`config.mk`:
```
export PLATFORM = sky130hd
export DESIGN_NAME = best_fit_ring_allocator_top_flat
export DESIGN_NICKNAME = d
export VERILOG_FILES = /design/src/design/bfra_pkg.sv /design/src/design/bfra_if.sv /design/src/design/bfra_table.sv /design/src/design/bfra_best.sv /design/src/design/best_fit_ring_allocator_top.sv /design/src/flat_wrapper.sv
export SDC_FILE = /design/constraint.sdc
export NUM_CORES = 2
export LEC_CHECK = 0
export ABC_AREA = 1
export BUFFER_PORTS_ARGS = -buffer_cell sky130_fd_sc_hd__clkbuf_2
export CAP_MARGIN = 20
export CORE_AREA = 2 2 550 388
export CTS_BUF_LIST = sky130_fd_sc_hd__clkbuf_16
export DETAILED_ROUTE_END_ITERATION = 8
export DIE_AREA = 0 0 552 390
export HOLD_SLACK_MARGIN = 0.12
export PLACE_DENSITY = 0.71
export SETUP_SLACK_MARGIN = 0.2
export SLEW_MARGIN = 15
export SYNTH_ARGS = -nofsm -noshare
export SYNTH_HDL_FRONTEND = slang
export SYNTH_SLANG_ARGS = --single-unit
```
`constraint.sdc`:
```
create_clock -name clock -period 4.3 [get_ports clock]
set_input_delay 0.215 -clock clock [delete_from_list [all_inputs] [get_ports clock]]
set_output_delay 0.215 -clock clock [all_outputs]
set_load 0.01 [all_outputs]
```
`src/design/bfra_pkg.sv`:
```
// ----------------------------------------------------------------------------
// bfra_pkg
// shared widths, codes, types and helpers of the best-fit ring allocator
// ----------------------------------------------------------------------------
`default_nettype none

package bfra_pkg;

   localparam int MAX_BLOCKS = 32;
   localparam int IDX_W      = $clog2(MAX_BLOCKS);
   localparam int CNT_W      = $clog2(MAX_BLOCKS + 1);
   localparam int MODE_W     = 2;
   localparam int ADDR_W     = 31;
   localparam int LEN_W      = 31;

   // request modes
   localparam logic [MODE_W-1:0] MODE_LOAD  = 2'd0;
   localparam logic [MODE_W-1:0] MODE_QUERY = 2'd1;
   localparam logic [MODE_W-1:0] MODE_DUMP  = 2'd2;

   // table write port
   typedef struct packed {
      logic              wr_beg;
      logic              wr_len;
      logic [IDX_W-1:0]  addr;
      logic [ADDR_W-1:0] beg;
      logic [LEN_W-1:0]  len;
   } tbl_wr_type;

   // table read port
   typedef struct packed {
      logic             en;
      logic [IDX_W-1:0] addr;
   } tbl_rd_type;

   // next slot around the ring
   function automatic logic [IDX_W-1:0] next_pos(input logic [IDX_W-1:0] pos);
      if (pos == IDX_W'(MAX_BLOCKS - 1)) begin
         return '0;
      end
      return pos + IDX_W'(1);
   endfunction

endpackage

`default_nettype wire

```
`src/design/bfra_if.sv`:
```
// ----------------------------------------------------------------------------
// bfra_req_if / bfra_rsp_if
// valid/ready channels carrying allocator requests and responses
// ----------------------------------------------------------------------------
`default_nettype none

interface bfra_req_if;
   import bfra_pkg::*;

   logic              valid;
   logic              ready;
   logic [MODE_W-1:0] mode;
   logic [ADDR_W-1:0] block_begin;
   logic [LEN_W-1:0]  amount;

   modport source (output valid, output mode, output block_begin, output amount,
                   input ready);
   modport sink   (input valid, input mode, input block_begin, input amount,
                   output ready);
endinterface

interface bfra_rsp_if;
   import bfra_pkg::*;

   logic              valid;
   logic              ready;
   logic              found;
   logic [ADDR_W-1:0] out_begin;
   logic [LEN_W-1:0]  out_length;
   logic              last;

   modport source (output valid, output found, output out_begin, output out_length,
                   output last, input ready);
   modport sink   (input valid, input found, input out_begin, input out_length,
                   input last, output ready);
endinterface

`default_nettype wire

```
`src/design/bfra_table.sv`:
```
// ----------------------------------------------------------------------------
// bfra_table
// block start and length storage, one write and one registered read a cycle
// ----------------------------------------------------------------------------
`default_nettype none

module bfra_table (
   input  wire logic                      clock,
   input  wire bfra_pkg::tbl_wr_type      wr,
   input  wire bfra_pkg::tbl_rd_type      rd,
   output logic [bfra_pkg::ADDR_W-1:0]    rd_beg,
   output logic [bfra_pkg::LEN_W-1:0]     rd_len
);
   import bfra_pkg::*;

   logic [ADDR_W-1:0] beg_mem [MAX_BLOCKS];
   logic [LEN_W-1:0]  len_mem [MAX_BLOCKS];
   logic [ADDR_W-1:0] rd_beg_ff;
   logic [LEN_W-1:0]  rd_len_ff;

   always_ff @(posedge clock) begin
      if (wr.wr_beg) begin
         beg_mem[wr.addr] <= wr.beg;
      end
      if (wr.wr_len) begin
         len_mem[wr.addr] <= wr.len;
      end
      if (rd.en) begin
         rd_beg_ff <= beg_mem[rd.addr];
         rd_len_ff <= len_mem[rd.addr];
      end
   end

   assign rd_beg = rd_beg_ff;
   assign rd_len = rd_len_ff;

endmodule

`default_nettype wire

```
`src/design/bfra_best.sv`:
```
// ----------------------------------------------------------------------------
// bfra_best
// compare unit tracking the smallest fitting block of a scan
// ----------------------------------------------------------------------------
`default_nettype none

module bfra_best (
   input  wire logic                         clock,
   input  wire logic                         reset,
   input  wire logic                         clear,
   input  wire logic                         cand_vld,
   input  wire logic [bfra_pkg::LEN_W-1:0]   cand_len,
   input  wire logic [bfra_pkg::IDX_W-1:0]   cand_idx,
   input  wire logic [bfra_pkg::LEN_W-1:0]   amount,
   output logic                              have,
   output logic [bfra_pkg::IDX_W-1:0]        pick,
   output logic [bfra_pkg::LEN_W-1:0]        best
);
   import bfra_pkg::*;

   logic             have_ff;
   logic             have_in;
   logic [IDX_W-1:0] pick_ff;
   logic [LEN_W-1:0] best_ff;
   logic             take;

   // strictly smaller wins, so ties keep the first block met
   assign take    = cand_vld && (cand_len >= amount) && (!have_ff || (cand_len < best_ff));
   assign have_in = clear ? 1'b0 : (have_ff || take);

   always_ff @(posedge clock) begin
      if (reset) begin
         have_ff <= 1'b0;
      end else begin
         have_ff <= have_in;
      end
      if (take && !clear) begin
         pick_ff <= cand_idx;
         best_ff <= cand_len;
      end
   end

   assign have = have_ff;
   assign pick = pick_ff;
   assign best = best_ff;

endmodule

`default_nettype wire

```
`src/design/best_fit_ring_allocator_top.sv`:
```
// ----------------------------------------------------------------------------
// best_fit_ring_allocator_top
// best-fit allocator over a ring of free blocks kept in load order
// ----------------------------------------------------------------------------
// usage:
//   req_ch carries load (mode 0), query (mode 1) and dump (mode 2) transfers;
//   rsp_ch returns found, out_begin, out_length and last. a transfer is taken
//   only while the sequencer is idle, and the next one waits for it to finish.
//   load: no response; dropped once all slots have been used.
//   query: the compare unit walks all MAX_BLOCKS slots from the head, one
//   per cycle behind the table read, then one response with last set; a
//   block cut to zero adds a walk over the live flags to find the new head.
//   dump: returns each live slot from the head as a response, waiting on
//   response stalls; an empty ring gives one not-found response.
//   mode 3 is ignored. the response register frees the request side as soon
//   as the sequencer is done; a stalled receiver holds the sequencer only
//   when it has a further response to write.
//   reset (synchronous) clears the live flags, head and counters; the block
//   table itself is not cleared since data read from dead slots is never used.
// ----------------------------------------------------------------------------
`default_nettype none

module best_fit_ring_allocator_top (
   input  wire logic  clock,
   input  wire logic  reset,
   bfra_req_if.sink   req_ch,
   bfra_rsp_if.source rsp_ch
);
   import bfra_pkg::*;

   typedef enum logic [7:0] {
      S_IDLE  = 8'b0000_0001,
      S_QSCAN = 8'b0000_0010,
      S_QPICK = 8'b0000_0100,
      S_QCUT  = 8'b0000_1000,
      S_SEEK  = 8'b0001_0000,
      S_MISS  = 8'b0010_0000,
      S_DSCAN = 8'b0100_0000,
      S_DEMIT = 8'b1000_0000
   } state_type;

   // sequencer and ring state
   state_type              state_ff, state_in;
   logic [MAX_BLOCKS-1:0]  live_ff, live_in;
   logic [IDX_W-1:0]       head_ff, head_in;
   logic [CNT_W-1:0]       fill_ff, fill_in;
   logic [CNT_W-1:0]       count_ff, count_in;
   logic [IDX_W-1:0]       pos_ff, pos_in;
   logic [CNT_W-1:0]       step_ff, step_in;
   logic [CNT_W-1:0]       seen_ff, seen_in;
   logic [LEN_W-1:0]       amount_ff, amount_in;

   // scan stage behind the table read
   logic                   stage_vld_ff, stage_vld_in;
   logic [IDX_W-1:0]       stage_idx_ff, stage_idx_in;

   // response register
   logic                   rsp_vld_ff, rsp_vld_in;
   logic                   found_ff, found_in;
   logic [ADDR_W-1:0]      obeg_ff, obeg_in;
   logic [LEN_W-1:0]       olen_ff, olen_in;
   logic                   last_ff, last_in;

   tbl_wr_type             tbl_wr;
   tbl_rd_type             tbl_rd;
   logic [ADDR_W-1:0]      rd_beg;
   logic [LEN_W-1:0]       rd_len;

   logic                   best_clear;
   logic                   have;
   logic [IDX_W-1:0]       pick;
   logic [LEN_W-1:0]       best;

   logic                   req_xfer;
   logic                   out_free;
   logic                   emit;
   logic [LEN_W-1:0]       remain;
   logic                   dump_last;

   assign req_xfer  = req_ch.valid && req_ch.ready;
   assign out_free  = !rsp_vld_ff || rsp_ch.ready;
   assign remain    = best - amount_ff;
   assign dump_last = (seen_ff + CNT_W'(1)) == count_ff;

   bfra_table u_table (
      .clock  (clock),
      .wr     (tbl_wr),
      .rd     (tbl_rd),
      .rd_beg (rd_beg),
      .rd_len (rd_len)
   );

   bfra_best u_best (
      .clock    (clock),
      .reset    (reset),
      .clear    (best_clear),
      .cand_vld (stage_vld_ff),
      .cand_len (rd_len),
      .cand_idx (stage_idx_ff),
      .amount   (amount_ff),
      .have     (have),
      .pick     (pick),
      .best     (best)
   );

   always_comb begin
      state_in     = state_ff;
      live_in      = live_ff;
      head_in      = head_ff;
      fill_in      = fill_ff;
      count_in     = count_ff;
      pos_in       = pos_ff;
      step_in      = step_ff;
      seen_in      = seen_ff;
      amount_in    = amount_ff;
      stage_vld_in = 1'b0;
      stage_idx_in = stage_idx_ff;
      emit         = 1'b0;
      found_in     = found_ff;
      obeg_in      = obeg_ff;
      olen_in      = olen_ff;
      last_in      = last_ff;
      best_clear   = 1'b0;
      tbl_wr       = '0;
      tbl_rd       = '0;

      case (state_ff)
         S_IDLE: begin
            if (req_xfer) begin
               case (req_ch.mode)
                  MODE_LOAD: begin
                     // append unless every slot has been handed out
                     if (fill_ff != CNT_W'(MAX_BLOCKS)) begin
                        tbl_wr.wr_beg = 1'b1;
                        tbl_wr.wr_len = 1'b1;
                        tbl_wr.addr   = fill_ff[IDX_W-1:0];
                        tbl_wr.beg    = req_ch.block_begin;
                        tbl_wr.len    = req_ch.amount;
                        live_in[fill_ff[IDX_W-1:0]] = 1'b1;
                        if (count_ff == '0) begin
                           head_in = fill_ff[IDX_W-1:0];
                        end
                        fill_in  = fill_ff + CNT_W'(1);
                        count_in = count_ff + CNT_W'(1);
                     end
                  end
                  MODE_QUERY: begin
                     amount_in  = req_ch.amount;
                     best_clear = 1'b1;
                     pos_in     = head_ff;
                     step_in    = '0;
                     state_in   = S_QSCAN;
                  end
                  MODE_DUMP: begin
                     if (count_ff == '0) begin
                        state_in = S_MISS;
                     end else begin
                        pos_in   = head_ff;
                        step_in  = '0;
                        seen_in  = '0;
                        state_in = S_DSCAN;
                     end
                  end
                  default: begin
                  end
               endcase
            end
         end

         S_QSCAN: begin
            // read one slot a cycle, compare it the cycle after
            if (step_ff != CNT_W'(MAX_BLOCKS)) begin
               tbl_rd.en    = 1'b1;
               tbl_rd.addr  = pos_ff;
               stage_vld_in = live_ff[pos_ff];
               stage_idx_in = pos_ff;
               pos_in       = next_pos(pos_ff);
               step_in      = step_ff + CNT_W'(1);
            end else begin
               state_in = S_QPICK;
            end
         end

         S_QPICK: begin
            if (have) begin
               tbl_rd.en   = 1'b1;
               tbl_rd.addr = pick;
               state_in    = S_QCUT;
            end else begin
               state_in = S_MISS;
            end
         end

         S_QCUT: begin
            if (out_free) begin
               emit          = 1'b1;
               found_in      = 1'b1;
               obeg_in       = rd_beg;
               olen_in       = remain;
               last_in       = 1'b1;
               tbl_wr.wr_len = 1'b1;
               tbl_wr.addr   = pick;
               tbl_wr.len    = remain;
               if (remain == '0) begin
                  // block used up: drop it and look for the next live slot
                  live_in[pick] = 1'b0;
                  count_in      = count_ff - CNT_W'(1);
                  pos_in        = next_pos(pick);
                  step_in       = CNT_W'(1);
                  state_in      = S_SEEK;
               end else begin
                  head_in  = pick;
                  state_in = S_IDLE;
               end
            end
         end

         S_SEEK: begin
            if (step_ff == CNT_W'(MAX_BLOCKS)) begin
               state_in = S_IDLE;
            end else if (live_ff[pos_ff]) begin
               head_in  = pos_ff;
               state_in = S_IDLE;
            end else begin
               pos_in  = next_pos(pos_ff);
               step_in = step_ff + CNT_W'(1);
            end
         end

         S_MISS: begin
            if (out_free) begin
               emit     = 1'b1;
               found_in = 1'b0;
               obeg_in  = '0;
               olen_in  = '0;
               last_in  = 1'b1;
               state_in = S_IDLE;
            end
         end

         S_DSCAN: begin
            if (step_ff == CNT_W'(MAX_BLOCKS)) begin
               state_in = S_IDLE;
            end else if (live_ff[pos_ff]) begin
               tbl_rd.en   = 1'b1;
               tbl_rd.addr = pos_ff;
               state_in    = S_DEMIT;
            end else begin
               pos_in  = next_pos(pos_ff);
               step_in = step_ff + CNT_W'(1);
            end
         end

         S_DEMIT: begin
            if (out_free) begin
               emit     = 1'b1;
               found_in = 1'b1;
               obeg_in  = rd_beg;
               olen_in  = rd_len;
               last_in  = dump_last;
               seen_in  = seen_ff + CNT_W'(1);
               pos_in   = next_pos(pos_ff);
               step_in  = step_ff + CNT_W'(1);
               state_in = dump_last ? S_IDLE : S_DSCAN;
            end
         end

         default: begin
            state_in = S_IDLE;
         end
      endcase
   end

   // response register: load on a new response, drop on a transfer
   always_comb begin
      if (emit) begin
         rsp_vld_in = 1'b1;
      end else if (rsp_ch.ready) begin
         rsp_vld_in = 1'b0;
      end else begin
         rsp_vld_in = rsp_vld_ff;
      end
   end

   always_ff @(posedge clock) begin
      if (reset) begin
         state_ff     <= S_IDLE;
         live_ff      <= '0;
         head_ff      <= '0;
         fill_ff      <= '0;
         count_ff     <= '0;
         pos_ff       <= '0;
         step_ff      <= '0;
         seen_ff      <= '0;
         stage_vld_ff <= 1'b0;
         rsp_vld_ff   <= 1'b0;
      end else begin
         state_ff     <= state_in;
         live_ff      <= live_in;
         head_ff      <= head_in;
         fill_ff      <= fill_in;
         count_ff     <= count_in;
         pos_ff       <= pos_in;
         step_ff      <= step_in;
         seen_ff      <= seen_in;
         stage_vld_ff <= stage_vld_in;
         rsp_vld_ff   <= rsp_vld_in;
      end
      amount_ff    <= amount_in;
      stage_idx_ff <= stage_idx_in;
      found_ff     <= found_in;
      obeg_ff      <= obeg_in;
      olen_ff      <= olen_in;
      last_ff      <= last_in;
   end

   assign req_ch.ready      = (state_ff == S_IDLE);
   assign rsp_ch.valid      = rsp_vld_ff;
   assign rsp_ch.found      = found_ff;
   assign rsp_ch.out_begin  = obeg_ff;
   assign rsp_ch.out_length = olen_ff;
   assign rsp_ch.last       = last_ff;

endmodule

`default_nettype wire

```
`src/flat_wrapper.sv`:
```
// flat-port wrapper written by rule: the top's interface ports become plain ports
module best_fit_ring_allocator_top_flat import bfra_pkg::*;
  (clock, reset, req_ch_valid, req_ch_mode, req_ch_block_begin, req_ch_amount, req_ch_ready, rsp_ch_valid, rsp_ch_found, rsp_ch_out_begin, rsp_ch_out_length, rsp_ch_last, rsp_ch_ready);
  bfra_req_if req_ch_i ();
  bfra_rsp_if rsp_ch_i ();
  input  wire logic clock;
  input  wire logic reset;
  input wire logic [$bits(req_ch_i.valid)-1:0] req_ch_valid;
  input wire logic [$bits(req_ch_i.mode)-1:0] req_ch_mode;
  input wire logic [$bits(req_ch_i.block_begin)-1:0] req_ch_block_begin;
  input wire logic [$bits(req_ch_i.amount)-1:0] req_ch_amount;
  output wire logic [$bits(req_ch_i.ready)-1:0] req_ch_ready;
  output wire logic [$bits(rsp_ch_i.valid)-1:0] rsp_ch_valid;
  output wire logic [$bits(rsp_ch_i.found)-1:0] rsp_ch_found;
  output wire logic [$bits(rsp_ch_i.out_begin)-1:0] rsp_ch_out_begin;
  output wire logic [$bits(rsp_ch_i.out_length)-1:0] rsp_ch_out_length;
  output wire logic [$bits(rsp_ch_i.last)-1:0] rsp_ch_last;
  input wire logic [$bits(rsp_ch_i.ready)-1:0] rsp_ch_ready;
  assign req_ch_i.valid = req_ch_valid;
  assign req_ch_i.mode = req_ch_mode;
  assign req_ch_i.block_begin = req_ch_block_begin;
  assign req_ch_i.amount = req_ch_amount;
  assign req_ch_ready = req_ch_i.ready;
  assign rsp_ch_valid = rsp_ch_i.valid;
  assign rsp_ch_found = rsp_ch_i.found;
  assign rsp_ch_out_begin = rsp_ch_i.out_begin;
  assign rsp_ch_out_length = rsp_ch_i.out_length;
  assign rsp_ch_last = rsp_ch_i.last;
  assign rsp_ch_i.ready = rsp_ch_ready;
  best_fit_ring_allocator_top u_core (.clock(clock), .reset(reset), .req_ch(req_ch_i), .rsp_ch(rsp_ch_i));
endmodule
```
==> metrics.csv <==
stage,metric,value,unit
outcome,status,"finished, violations left",
outcome,failing checks,design-rule violations,
floorplanning,cell row count,141,
timing,final hold vios,0,
setup_path,worst reg2reg endpoint,u_core.u_table.rd_beg[23]$_DFFE_PP_,
cts,Clock transition at path regs,60,ps
synthesis,Post-Synth Simple-Gate Area,23.4,%
setup_path,Crit path arrival time,4520,ps
cts,Clock Sinks,2259,
synthesis,largest family of logic cells by synthesized area,simple AND/OR/NAND/NOR gates,
hold_path,Worst Hold Class,in2reg,
pwr,power share of the clock group,39.0,%
grt,largest net degree at the start of global routing,101,
timing,final setup fails,0,
timing,final setup skew,57.4,ps
pwr,Lkg Pwr,47.8,nW
synthesis,Yosys top cell by area,edfxtp_1,
synthesis,register area share after synthesis,64.2,%
synthesis,Synth Area per Inst,10.3,um^2
hold_path,hold path cells,2,
grt,gr ovfl total,0,
synthesis,number of synthesized register bits,2259,
timing,fin crit share,88.9,%
flow_run,max-cap violation count,0,
hold_path,Worst Hold End,u_core.amount_ff[11]$_DFFE_PP_,
pwr,maximum VDD drop,0.337,mV
drt,vias per cell,5.76,
grt,All-Layer GR Usage,28.3,%
setup_path,CP max FO,58,
finish,share of layout cells above drive strength 1,9.17,%
setup_path,Worst EP required,5000,ps
timing,Setup TNS,0,ps
floorplanning,Core ar.,0.210,mm^2
setup_path,critical path type,reg2reg,
timing,RSZ-0062 raised after global routing,false,
floorplanning,initial core utilization,49.8,%
synthesis,"top cells by area, synth","edfxtp_1 (63%), nand3_1 (11%), nand2_1 (6.3%), inv_1 (6.2%), nand3b_1 (4.5%)",
placed_design,DP HPWL,181,mm
synthesis,Yosys cell types,57,
floorplanning,die area,0.215,mm^2
pwr,P_int,0.0359,W
finish,antenna diode count,0,
hold_path,Hold Crit Start,req_ch_amount[11],
synthesis,Synth Warn #,0,
floorplanning,Die X,552,um
pwr,Sequential Power Share,52.4,%
timing,Slew headroom,29.4,%
cts,CTS H-tree lvls,4,
cts,CTS tree,built,
drt,# DRC,4,
synthesis,Compound-Gate Fraction of Synth Area,1.70,%
floorplanning,Die Y,390,um
placed_design,routability congestion estimate,0.915,
pwr,Comb pwr share,8.5,%
drt,routed via count,76330,
floorplanning,# IOs,134,
cts,post-CTS setup buffer count,0,
synthesis,Syn Nets,10286,
setup_path,CP Capture Type,flip-flop,
timing,fmax,262,MHz
grt,first-pass GRT wire length,461,mm
cts,clock root buffer,clkbuf_16,
cts,worst skew pair latency,870,ps
setup_path,CP Launch Type,flip-flop,
synthesis,"Primary FF master, synth",edfxtp_1,
synthesis,Syn Std Cell Area,0.105,mm^2
grt,vias in the first global route,72246,
synthesis,Syn Inst Count,10104,
drt,WL final,309,mm
synthesis,XOR/XNOR Fraction of Synth Area,0.159,%
pwr,Psw,0.0115,W
timing,final worst path period need,3820,ps
finish,area delta synth->final,13.1,%
setup_path,Reg2Reg Depth,16,
timing,WHS,156,ps
cts,Num CTS Buffers,214,
synthesis,Synth top area share,62.7,%
synthesis,multiplexer share of the synthesized area,0,%
finish,Non-Filler Instances,13261,
cts,Clock Tree Buf Depth,3,
timing,setup ws final,479,ps
pwr,pwr dens,401,mW/mm^2
placed_design,# port buffers,133,
finish,# nets final,10479,
grt,antenna violations before repair,5,
drt,routed len/inst,23.3,um
setup_path,FF-to-FF setup slack,480,ps
drt,detailed router's first-iteration violation count,10818,
placed_design,pre-CTS setup slack,491,ps
placed_design,dpl cells,12787,
synthesis,Adder-Cell Fraction of Synth Area,1.38,%
setup_path,reg2reg start,u_core.pos_ff[2]$_SDFFE_PP0P_,
timing,final slew viol count,0,
drt,Final ANT Viol Nets,0,
synthesis,number of synthesized flops with an enable pin,2182,
synthesis,post-synthesis async set-or-reset flop share,0,%
drt,drt first pass iters,9,
pwr,sw frac,24.3,%
timing,Slew @ Worst Pin,1060,ps
routing by layer:
metal | global-route usage [%] | share of wire (%)
met2 | 41.9 | 43
met4 | 8.23 | 2.8
met3 | 5.91 | 12
met5 | 0 | 0
met1 | 42.0 | 42
cell type report:
type	count	area [um^2]
fillers	17231	91700
flip-flops and latches	2259	67100
multi-input cells	5504	28600
inverters	1748	6580
repair buffers	570	5720
clock buffers	217	5430
well taps	2788	3490
clock inverters	175	1340
critical path, stage by stage, from the launching register on:
cell	delay (ps)
dfxtp_1	740
inv_1	330
nand3_1	270
nand3_1	150
nand3_2	120
nand3_2	100
nand2_4	170
nand2_1	110
o21ai_4	180
buf_12	360
buf_12	360
nand3_1	130
nand3_1	100
nand3_1	70
nand2_1	130
nand2_1	100
nand2_1	180
Yosys cell counts, types with 29 or more instances:
library cell / number
nor2_1: 270
clkbuf_1: 170
o21ai_0: 133
a21oi_1: 131
nor3_1: 57
edfxtp_1: 2182
inv_1: 1723
buf_2: 329
nand3_1: 2278
nand3b_1: 629
buf_1: 29
dfxtp_1: 77
nand4_1: 36
buf_6: 39
nand2_1: 1748
ha_1: 112
power groups by stage:
| stage | sequential (W) | clock [W] | combinational (W) |
|---|---|---|---|
| finish | 0.0248 | 0.0185 | 0.00405 |
| global route | 0.0248 | 0.0195 | 0.00440 |
| CTS | 0.0248 | 0.0186 | 0.00397 |
| detailed placement | 0.0253 | 0 | 0.00389 |
| global placement | 0.0253 | 0 | 0.00385 |
| floorplan | 0.0253 | 0 | 0.00228 |
what timing repair did:
item | 4_1_cts | 5_1_grt
setup endpoints to repair | 0 | 6
hold buffers | 81 | 0
resized for setup | 0 | 1
hold endpoints to repair | 1839 | 0
sequential cells by signal, summed over array words and instances, names as in the netlist, 8 cells and up:
name and cells:
u_core.state_ff 8, u_core.u_table.beg_mem 992, u_core.u_table.rd_len 31, u_core.amount_ff 31, u_core.u_best.best 31, u_core.live_ff 32
u_core.rsp_ch.out_length 31, u_core.u_table.len_mem 992, u_core.rsp_ch.out_begin 31, u_core.u_table.rd_beg 31
cell families (layout without fill, tap and decap cells):
logic type / count (synthesis) / after routing
adder cells (fa/ha/maj): 114 / 114
XOR/XNOR: 19 / 19
AND/OR/NAND/NOR: 5051 / 5051
AO/OA/AOI/OAI: 320 / 320
buffers and inverters: 2341 / 2710
flip-flops: 2259 / 2259
layout by cell type, fill, tap and decap left out, types with 81 or more instances in the layout:
cell / instances
clkbuf_2: 133
nand3_1: 2278
o21ai_0: 101
buf_4: 229
nor2_1: 218
edfxtp_1: 2182
clkbuf_16: 217
nand2_1: 1745
ha_1: 112
inv_1: 1775
buf_12: 124
nand3b_1: 629
a21oi_1: 130
dlygate4sd3_1: 81
how the worst max path moves through the flow:
stage	from	to	slack (ps)	cells after the start
2_1_floorplan	u_core.state_ff[5]$_SDFFE_PP0P_	u_core.u_table.beg_mem[25][0]$_DFFE_PP_	-300	16
3_3_place_gp	u_core.u_best.best[19]$_DFFE_PP_	u_core.pos_ff[2]$_SDFFE_PP0P_	490	17
3_5_place_dp	u_core.amount_ff[0]$_DFFE_PP_	u_core.pos_ff[2]$_SDFFE_PP0P_	490	17
4_1_cts	u_core.amount_ff[0]$_DFFE_PP_	u_core.pos_ff[2]$_SDFFE_PP0P_	460	17
5_1_grt	u_core.amount_ff[0]$_DFFE_PP_	u_core.pos_ff[2]$_SDFFE_PP0P_	240	19
6_report	u_core.pos_ff[2]$_SDFFE_PP0P_	u_core.u_table.rd_beg[23]$_DFFE_PP_	480	16
metrics by stage:
step | area, um^2 | util [%] | power (W)
finish | 118000 | 56.3 | 0.0474
global route | 118000 | 56.3 | 0.0488
CTS | 118000 | 56.3 | 0.0474
detailed placement | 111000 | 52.7 | 0.0292
global placement | 111000 | 52.7 | 0.0291
floorplan | 105000 | - | 0.0276
Note: power is estimated with default switching activity, not from simulation.
